### src/hdl/ssba_pkg.sv
// Shared types and field widths for the swap slot bitmap allocator.
`default_nettype none

package ssba_pkg;

  localparam int OP_W         = 2;
  localparam int SLOT_FIELD_W = 10;
  localparam int SECTOR_W     = 13;
  localparam int STATUS_W     = 2;
  localparam int CFG_W        = 11;

  localparam logic [CFG_W-1:0] CFG_RESET = 11'd1024;

  typedef enum logic [OP_W-1:0] {
    OP_ALLOC    = 2'd0,
    OP_SWAP_IN  = 2'd1,
    OP_RELEASE  = 2'd2
  } op_t;

  typedef enum logic [STATUS_W-1:0] {
    ST_OK       = 2'd0,
    ST_FULL     = 2'd1,
    ST_NOT_USED = 2'd2
  } status_t;

  typedef struct packed {
    op_t                     op;
    logic [SLOT_FIELD_W-1:0] slot;
  } cmd_t;

endpackage

`default_nettype wire

### src/hdl/ssba_if.sv
// Request and result channel interfaces of the swap slot bitmap allocator.
`default_nettype none

interface ssba_req_if;
  logic                                  valid;
  logic                                  ready;
  logic [ssba_pkg::OP_W-1:0]             op;
  logic [ssba_pkg::SLOT_FIELD_W-1:0]     slot;

  modport source (output valid, output op, output slot, input ready);
  modport sink   (input valid, input op, input slot, output ready);
endinterface

interface ssba_rsp_if;
  logic                                  valid;
  logic                                  ready;
  logic [ssba_pkg::SLOT_FIELD_W-1:0]     slot_index;
  logic [ssba_pkg::SECTOR_W-1:0]         sector;
  logic [ssba_pkg::STATUS_W-1:0]         status;
  logic                                  last;

  modport source (output valid, output slot_index, output sector, output status,
                  output last, input ready);
  modport sink   (input valid, input slot_index, input sector, input status,
                  input last, output ready);
endinterface

`default_nettype wire

### src/hdl/swap_slot_bitmap_allocator.sv
// Swap slot bitmap allocator: first-fit slot allocation with sector address output.
// Timing: an allocate reads and checks one bitmap row at a time until it finds a slot; the
//   result beats then follow one per cycle while rsp.ready is high.
// Throughput: one item at a time; the engine takes a new command only after the last beat of
//   the current result is loaded.
// Reset: synchronous; slots_available goes to 1024, then a pass over every row clears the
//   bitmap RAM while requests are held off.
`default_nettype none

module swap_slot_bitmap_allocator #(
  parameter int MAX_SLOTS        = 1024,
  parameter int SECTORS_PER_SLOT = 8
) (
  input  wire logic                        clk,
  input  wire logic                        rst,
  input  wire logic                        cfg_we,
  input  wire logic [ssba_pkg::CFG_W-1:0]  cfg_wdata,
  ssba_req_if.sink                         req,
  ssba_rsp_if.source                       rsp
);

  import ssba_pkg::*;

  // Active slot count register; the engine clamps it to MAX_SLOTS.
  logic [CFG_W-1:0] slots_available;

  // Front end to queue
  logic             push;
  cmd_t             push_cmd;

  // Queue to slot engine
  cmd_t             head;
  logic             q_full;
  logic             q_empty;
  logic             pop;

  // High while the engine sweeps the bitmap after reset
  logic             init_busy;

  always_ff @(posedge clk) begin
    if (rst) begin
      slots_available <= CFG_RESET;
    end else if (cfg_we) begin
      slots_available <= cfg_wdata;
    end
  end

  // Accept beats and classify them; unknown ops are dropped here.
  ssba_front u_front (
    .req       (req),
    .init_busy (init_busy),
    .q_full    (q_full),
    .push      (push),
    .push_cmd  (push_cmd)
  );

  // Short queue lets the request side keep moving while results stall.
  ssba_cmd_queue u_queue (
    .clk      (clk),
    .rst      (rst),
    .push     (push),
    .push_cmd (push_cmd),
    .pop      (pop),
    .head     (head),
    .full     (q_full),
    .empty    (q_empty)
  );

  // Bitmap RAM, first-fit search, slot check/free and the result beats.
  ssba_back #(
    .MAX_SLOTS        (MAX_SLOTS),
    .SECTORS_PER_SLOT (SECTORS_PER_SLOT)
  ) u_back (
    .clk             (clk),
    .rst             (rst),
    .slots_available (slots_available),
    .head            (head),
    .q_empty         (q_empty),
    .pop             (pop),
    .init_busy       (init_busy),
    .rsp             (rsp)
  );

endmodule

`default_nettype wire

### src/hdl/ssba_ram.sv
// Generic single-write, single-read RAM with registered read data.
`default_nettype none

module ssba_ram #(
  parameter int WIDTH = 32,
  parameter int DEPTH = 32
) (
  input  wire logic                                      clk,
  input  wire logic                                      we,
  input  wire logic [((DEPTH > 1) ? $clog2(DEPTH) : 1)-1:0] waddr,
  input  wire logic [WIDTH-1:0]                          wdata,
  input  wire logic [((DEPTH > 1) ? $clog2(DEPTH) : 1)-1:0] raddr,
  output      logic [WIDTH-1:0]                          rdata
);

  logic [WIDTH-1:0] mem [DEPTH];

  always_ff @(posedge clk) begin
    if (we) begin
      mem[waddr] <= wdata;
    end
    rdata <= mem[raddr];
  end

endmodule

`default_nettype wire

### src/hdl/ssba_front.sv
// Front end: accepts request beats, drops unknown ops, pushes commands.
`default_nettype none

module ssba_front (
  ssba_req_if.sink              req,
  input  wire logic             init_busy,
  input  wire logic             q_full,
  output      logic             push,
  output      ssba_pkg::cmd_t   push_cmd
);

  import ssba_pkg::*;

  logic op_known;

  assign req.ready = !init_busy && !q_full;

  always_comb begin
    unique case (req.op)
      OP_ALLOC, OP_SWAP_IN, OP_RELEASE: op_known = 1'b1;
      default:                          op_known = 1'b0;
    endcase
  end

  // An unknown op is taken off the channel and produces nothing.
  assign push          = req.valid && req.ready && op_known;
  assign push_cmd.op   = op_t'(req.op);
  assign push_cmd.slot = req.slot;

endmodule

`default_nettype wire

### src/hdl/ssba_cmd_queue.sv
// Two-entry command queue between the front end and the slot engine.
`default_nettype none

module ssba_cmd_queue (
  input  wire logic             clk,
  input  wire logic             rst,
  input  wire logic             push,
  input  wire ssba_pkg::cmd_t   push_cmd,
  input  wire logic             pop,
  output      ssba_pkg::cmd_t   head,
  output      logic             full,
  output      logic             empty
);

  import ssba_pkg::*;

  cmd_t       entry [2];
  logic       wr_ptr;
  logic       rd_ptr;
  logic [1:0] count;

  assign head  = entry[rd_ptr];
  assign full  = (count == 2'd2);
  assign empty = (count == 2'd0);

  always_ff @(posedge clk) begin
    if (rst) begin
      wr_ptr <= 1'b0;
      rd_ptr <= 1'b0;
      count  <= 2'd0;
    end else begin
      if (push) begin
        entry[wr_ptr] <= push_cmd;
        wr_ptr        <= ~wr_ptr;
      end
      if (pop) begin
        rd_ptr <= ~rd_ptr;
      end
      if (push && !pop) begin
        count <= count + 2'd1;
      end else if (pop && !push) begin
        count <= count - 2'd1;
      end
    end
  end

endmodule

`default_nettype wire

### src/hdl/ssba_back.sv
// Slot engine: bitmap RAM, first-fit row scan, free/check, result sequencing.
`default_nettype none

module ssba_back #(
  parameter int MAX_SLOTS        = 1024,
  parameter int SECTORS_PER_SLOT = 8
) (
  input  wire logic                          clk,
  input  wire logic                          rst,
  input  wire logic [ssba_pkg::CFG_W-1:0]    slots_available,
  input  wire ssba_pkg::cmd_t                head,
  input  wire logic                          q_empty,
  output      logic                          pop,
  output      logic                          init_busy,
  ssba_rsp_if.source                         rsp
);

  import ssba_pkg::*;

  localparam int SLOT_W = $clog2(MAX_SLOTS);
  localparam int ROW_W  = (MAX_SLOTS < 32) ? 2 ** SLOT_W : 32;
  localparam int BIT_W  = $clog2(ROW_W);
  localparam int ROWS   = (MAX_SLOTS + ROW_W - 1) / ROW_W;
  localparam int RA_W   = (SLOT_W > BIT_W) ? SLOT_W - BIT_W : 1;
  localparam int IW     = ((SLOT_W > SLOT_FIELD_W) ? SLOT_W : SLOT_FIELD_W) + 1;
  localparam int LIM_W  = (SLOT_W + 1 > CFG_W) ? SLOT_W + 1 : CFG_W;
  localparam int OFF_W  = (SECTORS_PER_SLOT > 1) ? $clog2(SECTORS_PER_SLOT) : 1;
  localparam int SPS_W  = $clog2(SECTORS_PER_SLOT + 1);
  localparam int PROD_W = (SLOT_W + SPS_W > SECTOR_W) ? SLOT_W + SPS_W : SECTOR_W;

  localparam logic [LIM_W-1:0] MAX_LIM  = LIM_W'(MAX_SLOTS);
  localparam logic [RA_W-1:0]  LAST_ROW = RA_W'(ROWS - 1);
  localparam logic [OFF_W-1:0] LAST_OFF = OFF_W'(SECTORS_PER_SLOT - 1);

  typedef enum logic [6:0] {
    S_CLEAR    = 7'b0000001,
    S_IDLE     = 7'b0000010,
    S_ALLOC_RD = 7'b0000100,
    S_ALLOC_EV = 7'b0001000,
    S_CHECK_RD = 7'b0010000,
    S_CHECK_EV = 7'b0100000,
    S_EMIT     = 7'b1000000
  } state_t;

  state_t                  state;
  logic [RA_W-1:0]         clear_row;
  logic [RA_W:0]           scan_row;
  logic [RA_W:0]           hint;
  op_t                     cmd_op;
  logic [SLOT_FIELD_W-1:0] cmd_slot;

  logic [SLOT_W-1:0]       res_slot;
  logic [SLOT_FIELD_W-1:0] res_index;
  status_t                 res_status;
  logic                    res_multi;
  logic [OFF_W-1:0]        cnt;

  logic                    out_valid;
  logic [SLOT_FIELD_W-1:0] out_slot_index;
  logic [SECTOR_W-1:0]     out_sector;
  status_t                 out_status;
  logic                    out_last;

  // RAM ports
  logic                    ram_we;
  logic [RA_W-1:0]         ram_waddr;
  logic [ROW_W-1:0]        ram_wdata;
  logic [RA_W-1:0]         ram_raddr;
  logic [ROW_W-1:0]        ram_rdata;

  // Decode of the command slot
  logic [IW-1:0]           slot_wide;
  logic                    in_range;
  logic [SLOT_W-1:0]       slot_idx;
  logic [RA_W-1:0]         slot_row;
  logic [BIT_W-1:0]        slot_bit;
  logic [ROW_W-1:0]        slot_mask;
  logic                    slot_used;

  // Allocation search
  logic [LIM_W-1:0]        cfg_ext;
  logic [LIM_W-1:0]        lim;
  logic [LIM_W-1:0]        row_base;
  logic                    free_found;
  logic [BIT_W-1:0]        free_bit;
  logic [LIM_W-1:0]        found_idx;
  logic                    alloc_ok;
  logic [ROW_W-1:0]        free_mask;

  // Result sequencing
  logic                    out_load;
  logic                    emit_last;
  logic [PROD_W-1:0]       sector_full;

  ssba_ram #(
    .WIDTH (ROW_W),
    .DEPTH (ROWS)
  ) u_bitmap (
    .clk   (clk),
    .we    (ram_we),
    .waddr (ram_waddr),
    .wdata (ram_wdata),
    .raddr (ram_raddr),
    .rdata (ram_rdata)
  );

  assign slot_wide = IW'(cmd_slot);
  assign in_range  = slot_wide < IW'(MAX_SLOTS);
  assign slot_idx  = slot_wide[SLOT_W-1:0];
  assign slot_row  = RA_W'(slot_idx >> BIT_W);
  assign slot_bit  = slot_idx[BIT_W-1:0];
  assign slot_mask = ROW_W'(1) << slot_bit;
  assign slot_used = ram_rdata[slot_bit];

  assign cfg_ext  = LIM_W'(slots_available);
  assign lim      = (cfg_ext > MAX_LIM) ? MAX_LIM : cfg_ext;
  assign row_base = LIM_W'(scan_row) << BIT_W;

  // Lowest clear bit of the row just read
  always_comb begin
    free_found = 1'b0;
    free_bit   = '0;
    for (int i = ROW_W - 1; i >= 0; i--) begin
      if (!ram_rdata[i]) begin
        free_found = 1'b1;
        free_bit   = BIT_W'(i);
      end
    end
  end

  assign found_idx = row_base | LIM_W'(free_bit);
  assign alloc_ok  = free_found && (found_idx < lim);
  assign free_mask = ROW_W'(1) << free_bit;

  assign ram_raddr = (state == S_ALLOC_RD) ? scan_row[RA_W-1:0] : slot_row;

  always_comb begin
    ram_we    = 1'b0;
    ram_waddr = slot_row;
    ram_wdata = ram_rdata & ~slot_mask;
    unique case (state)
      S_CLEAR: begin
        ram_we    = 1'b1;
        ram_waddr = clear_row;
        ram_wdata = '0;
      end
      S_ALLOC_EV: begin
        ram_we    = alloc_ok;
        ram_waddr = scan_row[RA_W-1:0];
        ram_wdata = ram_rdata | free_mask;
      end
      S_CHECK_EV: begin
        ram_we    = slot_used;
      end
      default: begin
        ram_we    = 1'b0;
      end
    endcase
  end

  assign pop       = (state == S_IDLE) && !q_empty;
  assign init_busy = (state == S_CLEAR);

  assign out_load    = (state == S_EMIT) && (!out_valid || rsp.ready);
  assign emit_last   = !res_multi || (cnt == LAST_OFF);
  assign sector_full = PROD_W'(res_slot) * PROD_W'(SECTORS_PER_SLOT) + PROD_W'(cnt);

  always_ff @(posedge clk) begin
    if (rst) begin
      state     <= S_CLEAR;
      clear_row <= '0;
      hint      <= '0;
      out_valid <= 1'b0;
    end else begin
      if (out_load) begin
        out_valid      <= 1'b1;
        out_slot_index <= res_index;
        out_status     <= res_status;
        out_last       <= emit_last;
        out_sector     <= res_multi ? sector_full[SECTOR_W-1:0] : '0;
      end else if (rsp.ready) begin
        out_valid <= 1'b0;
      end

      unique case (state)
        S_CLEAR: begin
          clear_row <= clear_row + RA_W'(1);
          if (clear_row == LAST_ROW) begin
            state <= S_IDLE;
          end
        end
        S_IDLE: begin
          if (!q_empty) begin
            cmd_op   <= head.op;
            cmd_slot <= head.slot;
            scan_row <= hint;
            state    <= (head.op == OP_ALLOC) ? S_ALLOC_RD : S_CHECK_RD;
          end
        end
        S_ALLOC_RD: begin
          // Rows below the hint are full; past the limit the table is full.
          if (row_base >= lim) begin
            res_index  <= '0;
            res_status <= ST_FULL;
            res_multi  <= 1'b0;
            state      <= S_EMIT;
          end else begin
            state <= S_ALLOC_EV;
          end
        end
        S_ALLOC_EV: begin
          if (alloc_ok) begin
            hint       <= scan_row;
            res_slot   <= found_idx[SLOT_W-1:0];
            res_index  <= found_idx[SLOT_FIELD_W-1:0];
            res_status <= ST_OK;
            res_multi  <= 1'b1;
            cnt        <= '0;
            state      <= S_EMIT;
          end else if (free_found) begin
            res_index  <= '0;
            res_status <= ST_FULL;
            res_multi  <= 1'b0;
            state      <= S_EMIT;
          end else begin
            scan_row <= scan_row + (RA_W + 1)'(1);
            hint     <= scan_row + (RA_W + 1)'(1);
            state    <= S_ALLOC_RD;
          end
        end
        S_CHECK_RD: begin
          if (!in_range) begin
            res_index  <= cmd_slot;
            res_status <= ST_NOT_USED;
            res_multi  <= 1'b0;
            state      <= S_EMIT;
          end else begin
            state <= S_CHECK_EV;
          end
        end
        S_CHECK_EV: begin
          res_index <= cmd_slot;
          res_slot  <= slot_idx;
          cnt       <= '0;
          if (!slot_used) begin
            res_status <= ST_NOT_USED;
            res_multi  <= 1'b0;
          end else begin
            res_status <= ST_OK;
            res_multi  <= (cmd_op == OP_SWAP_IN);
            if ({1'b0, slot_row} < hint) begin
              hint <= {1'b0, slot_row};
            end
          end
          state <= S_EMIT;
        end
        S_EMIT: begin
          if (out_load) begin
            cnt <= cnt + OFF_W'(1);
            if (emit_last) begin
              state <= S_IDLE;
            end
          end
        end
        default: begin
          state <= S_IDLE;
        end
      endcase
    end
  end

  assign rsp.valid      = out_valid;
  assign rsp.slot_index = out_slot_index;
  assign rsp.sector     = out_sector;
  assign rsp.status     = out_status;
  assign rsp.last       = out_last;

endmodule

`default_nettype wire

### src/flat_wrapper.sv
// flat-port wrapper written by rule: the top's interface ports become plain ports
module swap_slot_bitmap_allocator_flat import ssba_pkg::*;
#(
  parameter int MAX_SLOTS        = 1024,
  parameter int SECTORS_PER_SLOT = 8
)
  (clk, rst, cfg_we, cfg_wdata, req_valid, req_op, req_slot, req_ready, rsp_valid, rsp_slot_index, rsp_sector, rsp_status, rsp_last, rsp_ready);
  ssba_req_if req_i ();
  ssba_rsp_if rsp_i ();
  input  wire logic clk;
  input  wire logic rst;
  input  wire logic cfg_we;
  input  wire logic [ssba_pkg::CFG_W-1:0] cfg_wdata;
  input wire logic [$bits(req_i.valid)-1:0] req_valid;
  input wire logic [$bits(req_i.op)-1:0] req_op;
  input wire logic [$bits(req_i.slot)-1:0] req_slot;
  output wire logic [$bits(req_i.ready)-1:0] req_ready;
  output wire logic [$bits(rsp_i.valid)-1:0] rsp_valid;
  output wire logic [$bits(rsp_i.slot_index)-1:0] rsp_slot_index;
  output wire logic [$bits(rsp_i.sector)-1:0] rsp_sector;
  output wire logic [$bits(rsp_i.status)-1:0] rsp_status;
  output wire logic [$bits(rsp_i.last)-1:0] rsp_last;
  input wire logic [$bits(rsp_i.ready)-1:0] rsp_ready;
  assign req_i.valid = req_valid;
  assign req_i.op = req_op;
  assign req_i.slot = req_slot;
  assign req_ready = req_i.ready;
  assign rsp_valid = rsp_i.valid;
  assign rsp_slot_index = rsp_i.slot_index;
  assign rsp_sector = rsp_i.sector;
  assign rsp_status = rsp_i.status;
  assign rsp_last = rsp_i.last;
  assign rsp_i.ready = rsp_ready;
  swap_slot_bitmap_allocator #(.MAX_SLOTS(MAX_SLOTS), .SECTORS_PER_SLOT(SECTORS_PER_SLOT)) u_core (.clk(clk), .rst(rst), .cfg_we(cfg_we), .cfg_wdata(cfg_wdata), .req(req_i), .rsp(rsp_i));
endmodule
### config.mk
export PLATFORM = sky130hd
export DESIGN_NAME = swap_slot_bitmap_allocator_flat
export DESIGN_NICKNAME = d
export VERILOG_FILES = /design/src/hdl/ssba_pkg.sv /design/src/hdl/ssba_if.sv /design/src/hdl/swap_slot_bitmap_allocator.sv /design/src/hdl/ssba_ram.sv /design/src/hdl/ssba_front.sv /design/src/hdl/ssba_cmd_queue.sv /design/src/hdl/ssba_back.sv /design/src/flat_wrapper.sv
export SDC_FILE = /design/constraint.sdc
export NUM_CORES = 2
export LEC_CHECK = 0
export BUFFER_PORTS_ARGS = -buffer_cell sky130_fd_sc_hd__buf_2
export CORE_ASPECT_RATIO = 2
export CORE_UTILIZATION = 40
export DETAILED_ROUTE_END_ITERATION = 6
export HOLD_SLACK_MARGIN = 0.12
export PLACE_DENSITY = 0.6
export SETUP_SLACK_MARGIN = 0.15
export SLEW_MARGIN = 20
export SYNTH_ARGS = -nofsm -noshare
export SYNTH_HDL_FRONTEND = slang
export SYNTH_SLANG_ARGS = --single-unit
### constraint.sdc
create_clock -name clk -period 4.8 [get_ports clk]
set_input_delay 0.72 -clock clk [delete_from_list [all_inputs] [get_ports clk]]
set_output_delay 0.72 -clock clk [all_outputs]
set_load 0.005 [all_outputs]
* Yosys cells after proc, flatten, opt, wreduce, memory -nomap -nowiden
Memory sizes are Yosys's and may differ from the RTL's. A register that Yosys moved wholly into a read port is not among the register bits.
Cells that the tools add are included.
** Word-level totals
- Register bits after elaboration :: 104
- RAM bits :: 1048
- Input bits :: 28
- Output and inout port bits :: 28
- Word-level logic and storage cells :: 228
- Memories :: 2
** Operators by class
- Add/sub/neg operators :: 6
- $lt $le $gt $ge :: 6
- Equality and inequality tests :: 26
- Shifts and indexed selects :: 2
- Muxes and demuxes :: 123
- Bitwise logic cells :: 8
- Reductions and logical operators :: 35
** Memory list
- u_core.u_back.u_bitmap.mem :: words 32, bits a word 32, read ports 1, clocked after memory_dff 1, write ports 1, RTL line ssba_ram.sv:16 : logic [WIDTH-1:0] mem [DEPTH];
- u_core.u_queue.entry :: words 2, bits a word 12, read ports 1, clocked after memory_dff 1, write ports 1, RTL line ssba_cmd_queue.sv:17 : cmd_t entry [2];
** Operators by type and width (number)
- $mux 5 :: 34
- $pmux 32 s2 :: 1
- $shl 1x5->32 const A :: 2
- $mux 7 :: 8
- $mux 10 :: 5
- $pmux 7 s7 :: 1
- $mux 1 :: 48
- $pmux 10 s4 :: 1
- $mux 6 :: 6
- $and 32x32->32 :: 1
- $not 32->32 :: 1
- $or 32x32->32 :: 1
- $pmux 6 s2 :: 2
- $ne 2x2->1 const B :: 10
- $pmux 10 s2 :: 1
- $mux 2 :: 7
- $add 13x3->13 :: 1
- $reduce_and 4->1 :: 3
- $ge 11x11->1 :: 1
- $gt 11x11->1 const B :: 1
- $lt 10x11->1 const B :: 1
- $lt 11x11->1 :: 1
- $mux 11 :: 1
- $or 11x5->11 :: 1
- other kinds (39) :: 67

* Longest topological paths before layout
- Depth in word-level cells :: 38
- Depth in mapped cells :: 17
- Gate-level depth less buffers :: 16

* Hierarchy
From an unflattened synthesis, not the netlist that was laid out.
** Second synthesis, totals
- Cells, all modules :: 3038
- Area total of the unflattened synthesis :: 47853.4 um2
** Modules (own cells, without submodules)
- ssba_ram :: times used 1, cells an instance 2260, area an instance 40492.6 um2, seq. area each 31390.1 um2
- ssba_back :: times used 1, cells an instance 669, area an instance 5791.8 um2, seq. area each 2482.4 um2
- ssba_cmd_queue :: times used 1, cells an instance 59, area an instance 1072.3 um2, seq. area each 820.8 um2
- swap_slot_bitmap_allocator :: times used 1, cells an instance 35, area an instance 390.4 um2, seq. area each 220.2 um2
- ssba_front :: times used 1, cells an instance 15, area an instance 106.4 um2, seq. area each 0.0 um2

* Least setup slack after synthesis
No wires, ideal clock.
- Path kind :: register to register
- From :: reg u_core.u_back.u_bitmap.rdata[16], read port of u_core.u_back.u_bitmap.mem
- To :: mem u_core.u_back.u_bitmap.mem[7][0], enable pin
- Setup time :: 0.421 ns
- Data arrival time :: 4.371 ns
- Data required time :: 4.379 ns
- Slack :: 0.008 ns
- Cell stages (with the launch flop) :: 17
- Buffers on the path :: 2
- Clock period less this slack :: 4.792 ns
- Path through :: dfxtp_1 and2_1 nand3_1 o21ai_0 a21oi_1 or2_2 clkbuf_1 inv_1 ha_1 a21oi_1 o21ai_0 nand2_1 nand3_1 nor3_1 clkbuf_1 o2111ai_1 nor2_1
** On the way
- Word-level cells in the longest chain between the ends :: 23
- Elaborated cells on any way between the ends :: 42
- Classes of those cells :: 1 x order compare; 39 x mux; 1 x bitwise; 1 x reduce/logical
** Ends and longest elaborated chain
- start: declaration :: RTL line ssba_ram.sv:13 : output logic [WIDTH-1:0] rdata
- $mux 5 (17 in series) :: RTL line ssba_back.sv:124 : if (!ram_rdata[i]) begin
- $or 11x5->11 :: RTL line ssba_back.sv:131 : assign found_idx = row_base | LIM_W'(free_bit);
- $lt 11x11->1 :: RTL line ssba_back.sv:132 : assign alloc_ok = free_found && (found_idx < lim);
- $logic_and 1x1->1 :: RTL line ssba_back.sv:132
- $pmux 1 s3 (*) :: RTL line ssba_back.sv:141 : unique case (state)
- $mux 1 (*) :: RTL line ssba_ram.sv:19 : if (we) begin
- $mux 1 (not written as such) (*) :: RTL line ssba_ram.sv:20 : mem[waddr] <= wdata;
- end: declaration :: RTL line ssba_ram.sv:16
Every way passes the cells marked *; elsewhere a longest branch is shown, timed or not. The select of a mux whose other input is x is not followed.

* Worst setup path in the final report
- From :: reg u_core.u_back.u_bitmap.rdata[11], read port of u_core.u_back.u_bitmap.mem
- To :: mem u_core.u_back.u_bitmap.mem[1][4], enable pin
** On the way
- Word-level cells in the longest chain between the ends :: 18
- Elaborated cells on any way between the ends :: 32
- Classes of those cells :: 1 x order compare; 29 x mux; 1 x bitwise; 1 x reduce/logical
** Ends and longest elaborated chain (RTL line)
- $mux 5 (12 in series) :: ssba_back.sv:124
- $or 11x5->11 :: ssba_back.sv:131
- $lt 11x11->1 :: ssba_back.sv:132
- $logic_and 1x1->1 :: ssba_back.sv:132
- $pmux 1 s3 (*) :: ssba_back.sv:141
- $mux 1 (*) :: ssba_ram.sv:19
- $mux 1 (not written as such) (*) :: ssba_ram.sv:20
Marked as above.

==> flow_summary.ini <==
[place]
postPlaceCellArea_mm2 = 0.0514
dp_slack_ns = 0.396
portBuffers = 55
hpwl_mm = 99.3
place_inst = 5073
gp_congestion = 0.995

[timing]
whs_ns = 0.190
fin_crit_ns = 4.35
slew_headroom_pct = 18.0
setup_slack_ns = 0.446
setup_viol_count_final = 0
worst_pin_slew_ns = 1.21
timing.final.hold_violations = 0
skew_ns = 0.0222
slew_violations = 0
final.period_utilization_pct = 90.7
rsz0062_at_grt = no
tns_ns = 0
fmax_mhz = 230

[clocking]
cts_root_buffer = clkbuf_16
cts_setup_buffers = 0
cts.clk_slew.worst_paths_ns = 0.07
htreeDepth = 3
worstSkewPairLatency_ns = 0.72
cts_inserted_buffers = 96
cts_resized = 0
cts_tree = built
clockBufferDepth = 3
hold_buffers = 0
clock-sinks = 1185

[synthesis]
synth_fa_ha_area_share_pct = 0.552
synth_mux_area_share_pct = 3.64
ys_types = 69
synth_edf_count = 1118
ys_seq_area_share_pct = 73.3
async_flop_share_pct = 0
synth_top_area_share_pct = 70.5
synth_largest_area_cell = edfxtp_1
ys_ff_latch = 1185
synth-main-ff-cell = edfxtp_1
synth-simple-area-share_pct = 13.1
synthCells = 3479
yosysWarnings = 0
synth_top_family_by_area = simple AND/OR/NAND/NOR gates
synthXorXnorAreaFrac_pct = 0.221
postSynthAreaPerCell_um2 = 13.7
syn_nets = 3528
synthTopCellsByArea = edfxtp_1 (71%), nand2_1 (6.8%), mux2i_1 (3.1%)
netlist_area_mm2 = 0.0476
synth_compound_area_share_pct = 6.79

[floorplanning]
start_util_pct = 40.4
core.rowCount = 178
die_h_um = 490
num_io_pins = 56
fp.dieW_um = 246
dieArea_mm2 = 0.120
core-area_mm2 = 0.118

[global_routing]
antenna_found_initial = 2
grt_pass1_wl_mm = 205
grt_pass1_vias = 30200
grt_max_degree = 78
track_usage_pct = 23.8
overflow = 0

[route]
routedWlPerCell_um = 27.3
viasPerCell = 5.69
first_iter_violations = 2687
first_pass_iters = 6
route.detailed.drc = 0
ant_nets = 0
vias = 29900
wl_mm = 144

[power]
p_leak_nw = 18.5
ir_worst_vdd_v = 0.000390
powerDensity_mw_per_mm2 = 421

[setup_path]
reg2reg_depth = 16
cp-end-kind = flip-flop
r2r_slack_ns = 0.45
start_kind = flip-flop
reg2reg_from = u_core.u_back.u_bitmap.rdata[11]
critical_path_class = reg2reg
path_max_fanout = 32
regToRegEndpoint = u_core.u_back.u_bitmap.mem[1][4]
cp-startpoint = u_core.u_back.u_bitmap.rdata[11]
worstSetupEndpoint = u_core.u_back.u_bitmap.mem[1][4]
worstPathArrival_ns = 4.79
cp.required_ns = 5.23

[final_layout]
syn2layout_area_growth_pct = 14.7
final_cells = 5253
finalNetCount = 3692
drive_gt1_share_pct = 15.1
postLayoutCellArea_mm2 = 0.0546
n_fill_cell = 10400

[status]
outcome = finished, final reports clean

[flow_run]
maxCapViolCount = 0

[worst_hold_path]
worstHoldPathType = in2reg
==> report_power, final <==
| group | internal, mW | switching [mW] | leakage [nW] | total, mW |
|---|---|---|---|---|
| Sequential | 12.5 | 0.176 | 10.9 | 12.6 |
| Combinational | 0.514 | 1.80 | 6.11 | 2.32 |
| Clock | 4.32 | 3.72 | 1.52 | 8.03 |
==> cells in the mapped netlist (all sizes together), types with 10 or more instances <==
| cell type | instances |
|---|---|
| nand2b | 10 |
| nand3 | 286 |
| a32oi | 128 |
| mux2 | 13 |
| nor3 | 17 |
| buf | 128 |
| dfxtp | 67 |
| inv | 24 |
| and3 | 12 |
| nand3b | 12 |
| nor2b | 13 |
| and2 | 20 |
| nand4 | 16 |
| o21ai | 57 |
| clkbuf | 85 |
| edfxtp | 1118 |
| mux2i | 148 |
| nand2 | 858 |
| ha | 21 |
| nor2 | 89 |
| a31oi | 141 |
| a21oi | 71 |
| nor4 | 37 |
==> cells in the final DEF (no fill, tap or decap), types with 13 or more instances in the layout <==
cell type / count
nor2_1: 56
a32oi_1: 128
inv_1: 23
buf_2: 55
and2_1: 19
nand2_1: 855
buf_12: 34
nor4_2: 32
clkbuf_1: 16
buf_4: 188
nand4_1: 16
a31oi_1: 137
o21ai_0: 55
edfxtp_1: 1118
dfxtp_1: 67
mux2i_1: 147
ha_1: 21
clkbuf_16: 98
clkinv_2: 23
a21oi_4: 14
a21oi_1: 49
nor2_4: 33
nor3_1: 16
nor2b_1: 13
nand3_1: 286
==> worst min path at each step <==
stage,startpoint,end,slack (ns),cells past startpoint
5_1_grt,req_slot[5],u_core.u_queue.entry[1][5],0.17,1
4_1_cts,req_slot[5],u_core.u_queue.entry[1][5],0.14,1
3_5_place_dp,u_core.u_back.res_index[6],u_core.u_back.rsp.slot_index[6],0.40,0
2_1_floorplan,u_core.u_back.res_index[0],u_core.u_back.rsp.slot_index[0],0.40,0
3_3_place_gp,u_core.u_back.res_index[1],u_core.u_back.rsp.slot_index[1],0.40,0
6_report,req_slot[5],u_core.u_queue.entry[1][5],0.19,1
==> metal layers <==
metal,GRT usage [%],vias up,wire length [µm]
met3,2.89,373,6530
li1,-,13400,-
met1,24.5,15000,48600
met2,45.0,1065,78500
met4,15.2,2,9890
met5,0,-,13
==> flip-flops by register name, summed over array words and instances (netlist names), 7 cells and up, named ones only <==
register and flops:
u_core.u_back.u_bitmap.mem 1024, u_core.u_back.u_bitmap.rdata 32, u_core.u_queue.entry 24, u_core.u_back.rsp.sector 13, u_core.slots_available 11, u_core.u_back.cmd_slot 10, u_core.u_back.res_index 10, u_core.u_back.res_slot 10
u_core.u_back.rsp.slot_index 10, u_core.u_back.state 7
==> stage by stage <==
stage	power, mW	util (%)
after global placement	15.1	43.6
after floorplan	13.8	-
after detailed placement	15.2	43.6
after global routing	23.6	46.3
final	23.0	46.3
after CTS	23.1	46.3
==> cell type report <==
type	instances	area, µm²	area share [%]
diodes	2	5.00	0.00917
clock inverters	62	634	1.16
multi-input cells	2057	12100	22.2
flip-flops and latches	1185	34900	63.9
well taps	1530	1910	3.51
inverters	25	93.8	0.172
clock buffers	114	2510	4.60
repair buffers	278	2390	4.39
==> logic make-up after synthesis <==
kind of cell	Yosys count
AOI/OAI and AO/OA	466
xor gates and xnor gates	12
adders and majority gates	21
buffers and inverters	238
DFF	1185
muxes	165
and+or+nand+nor	1392
==> worst max-delay path, stage by stage (launching register included) <==
cell	delay, ns
dfxtp_1	0.44
nand4_1	0.19
nor3_1	0.43
o31ai_1	0.14
nand2_1	0.18
inv_1	0.12
ha_1	0.29
nand2_1	0.05
nor3_1	0.26
o2111ai_1	0.19
nor2_1	0.20
nor3_1	0.08
buf_4	0.17
buf_4	0.18
o211ai_1	0.85
nor2_4	0.04
buf_12	0.23
No activity file was read; power rests on OpenSTA's default activity.
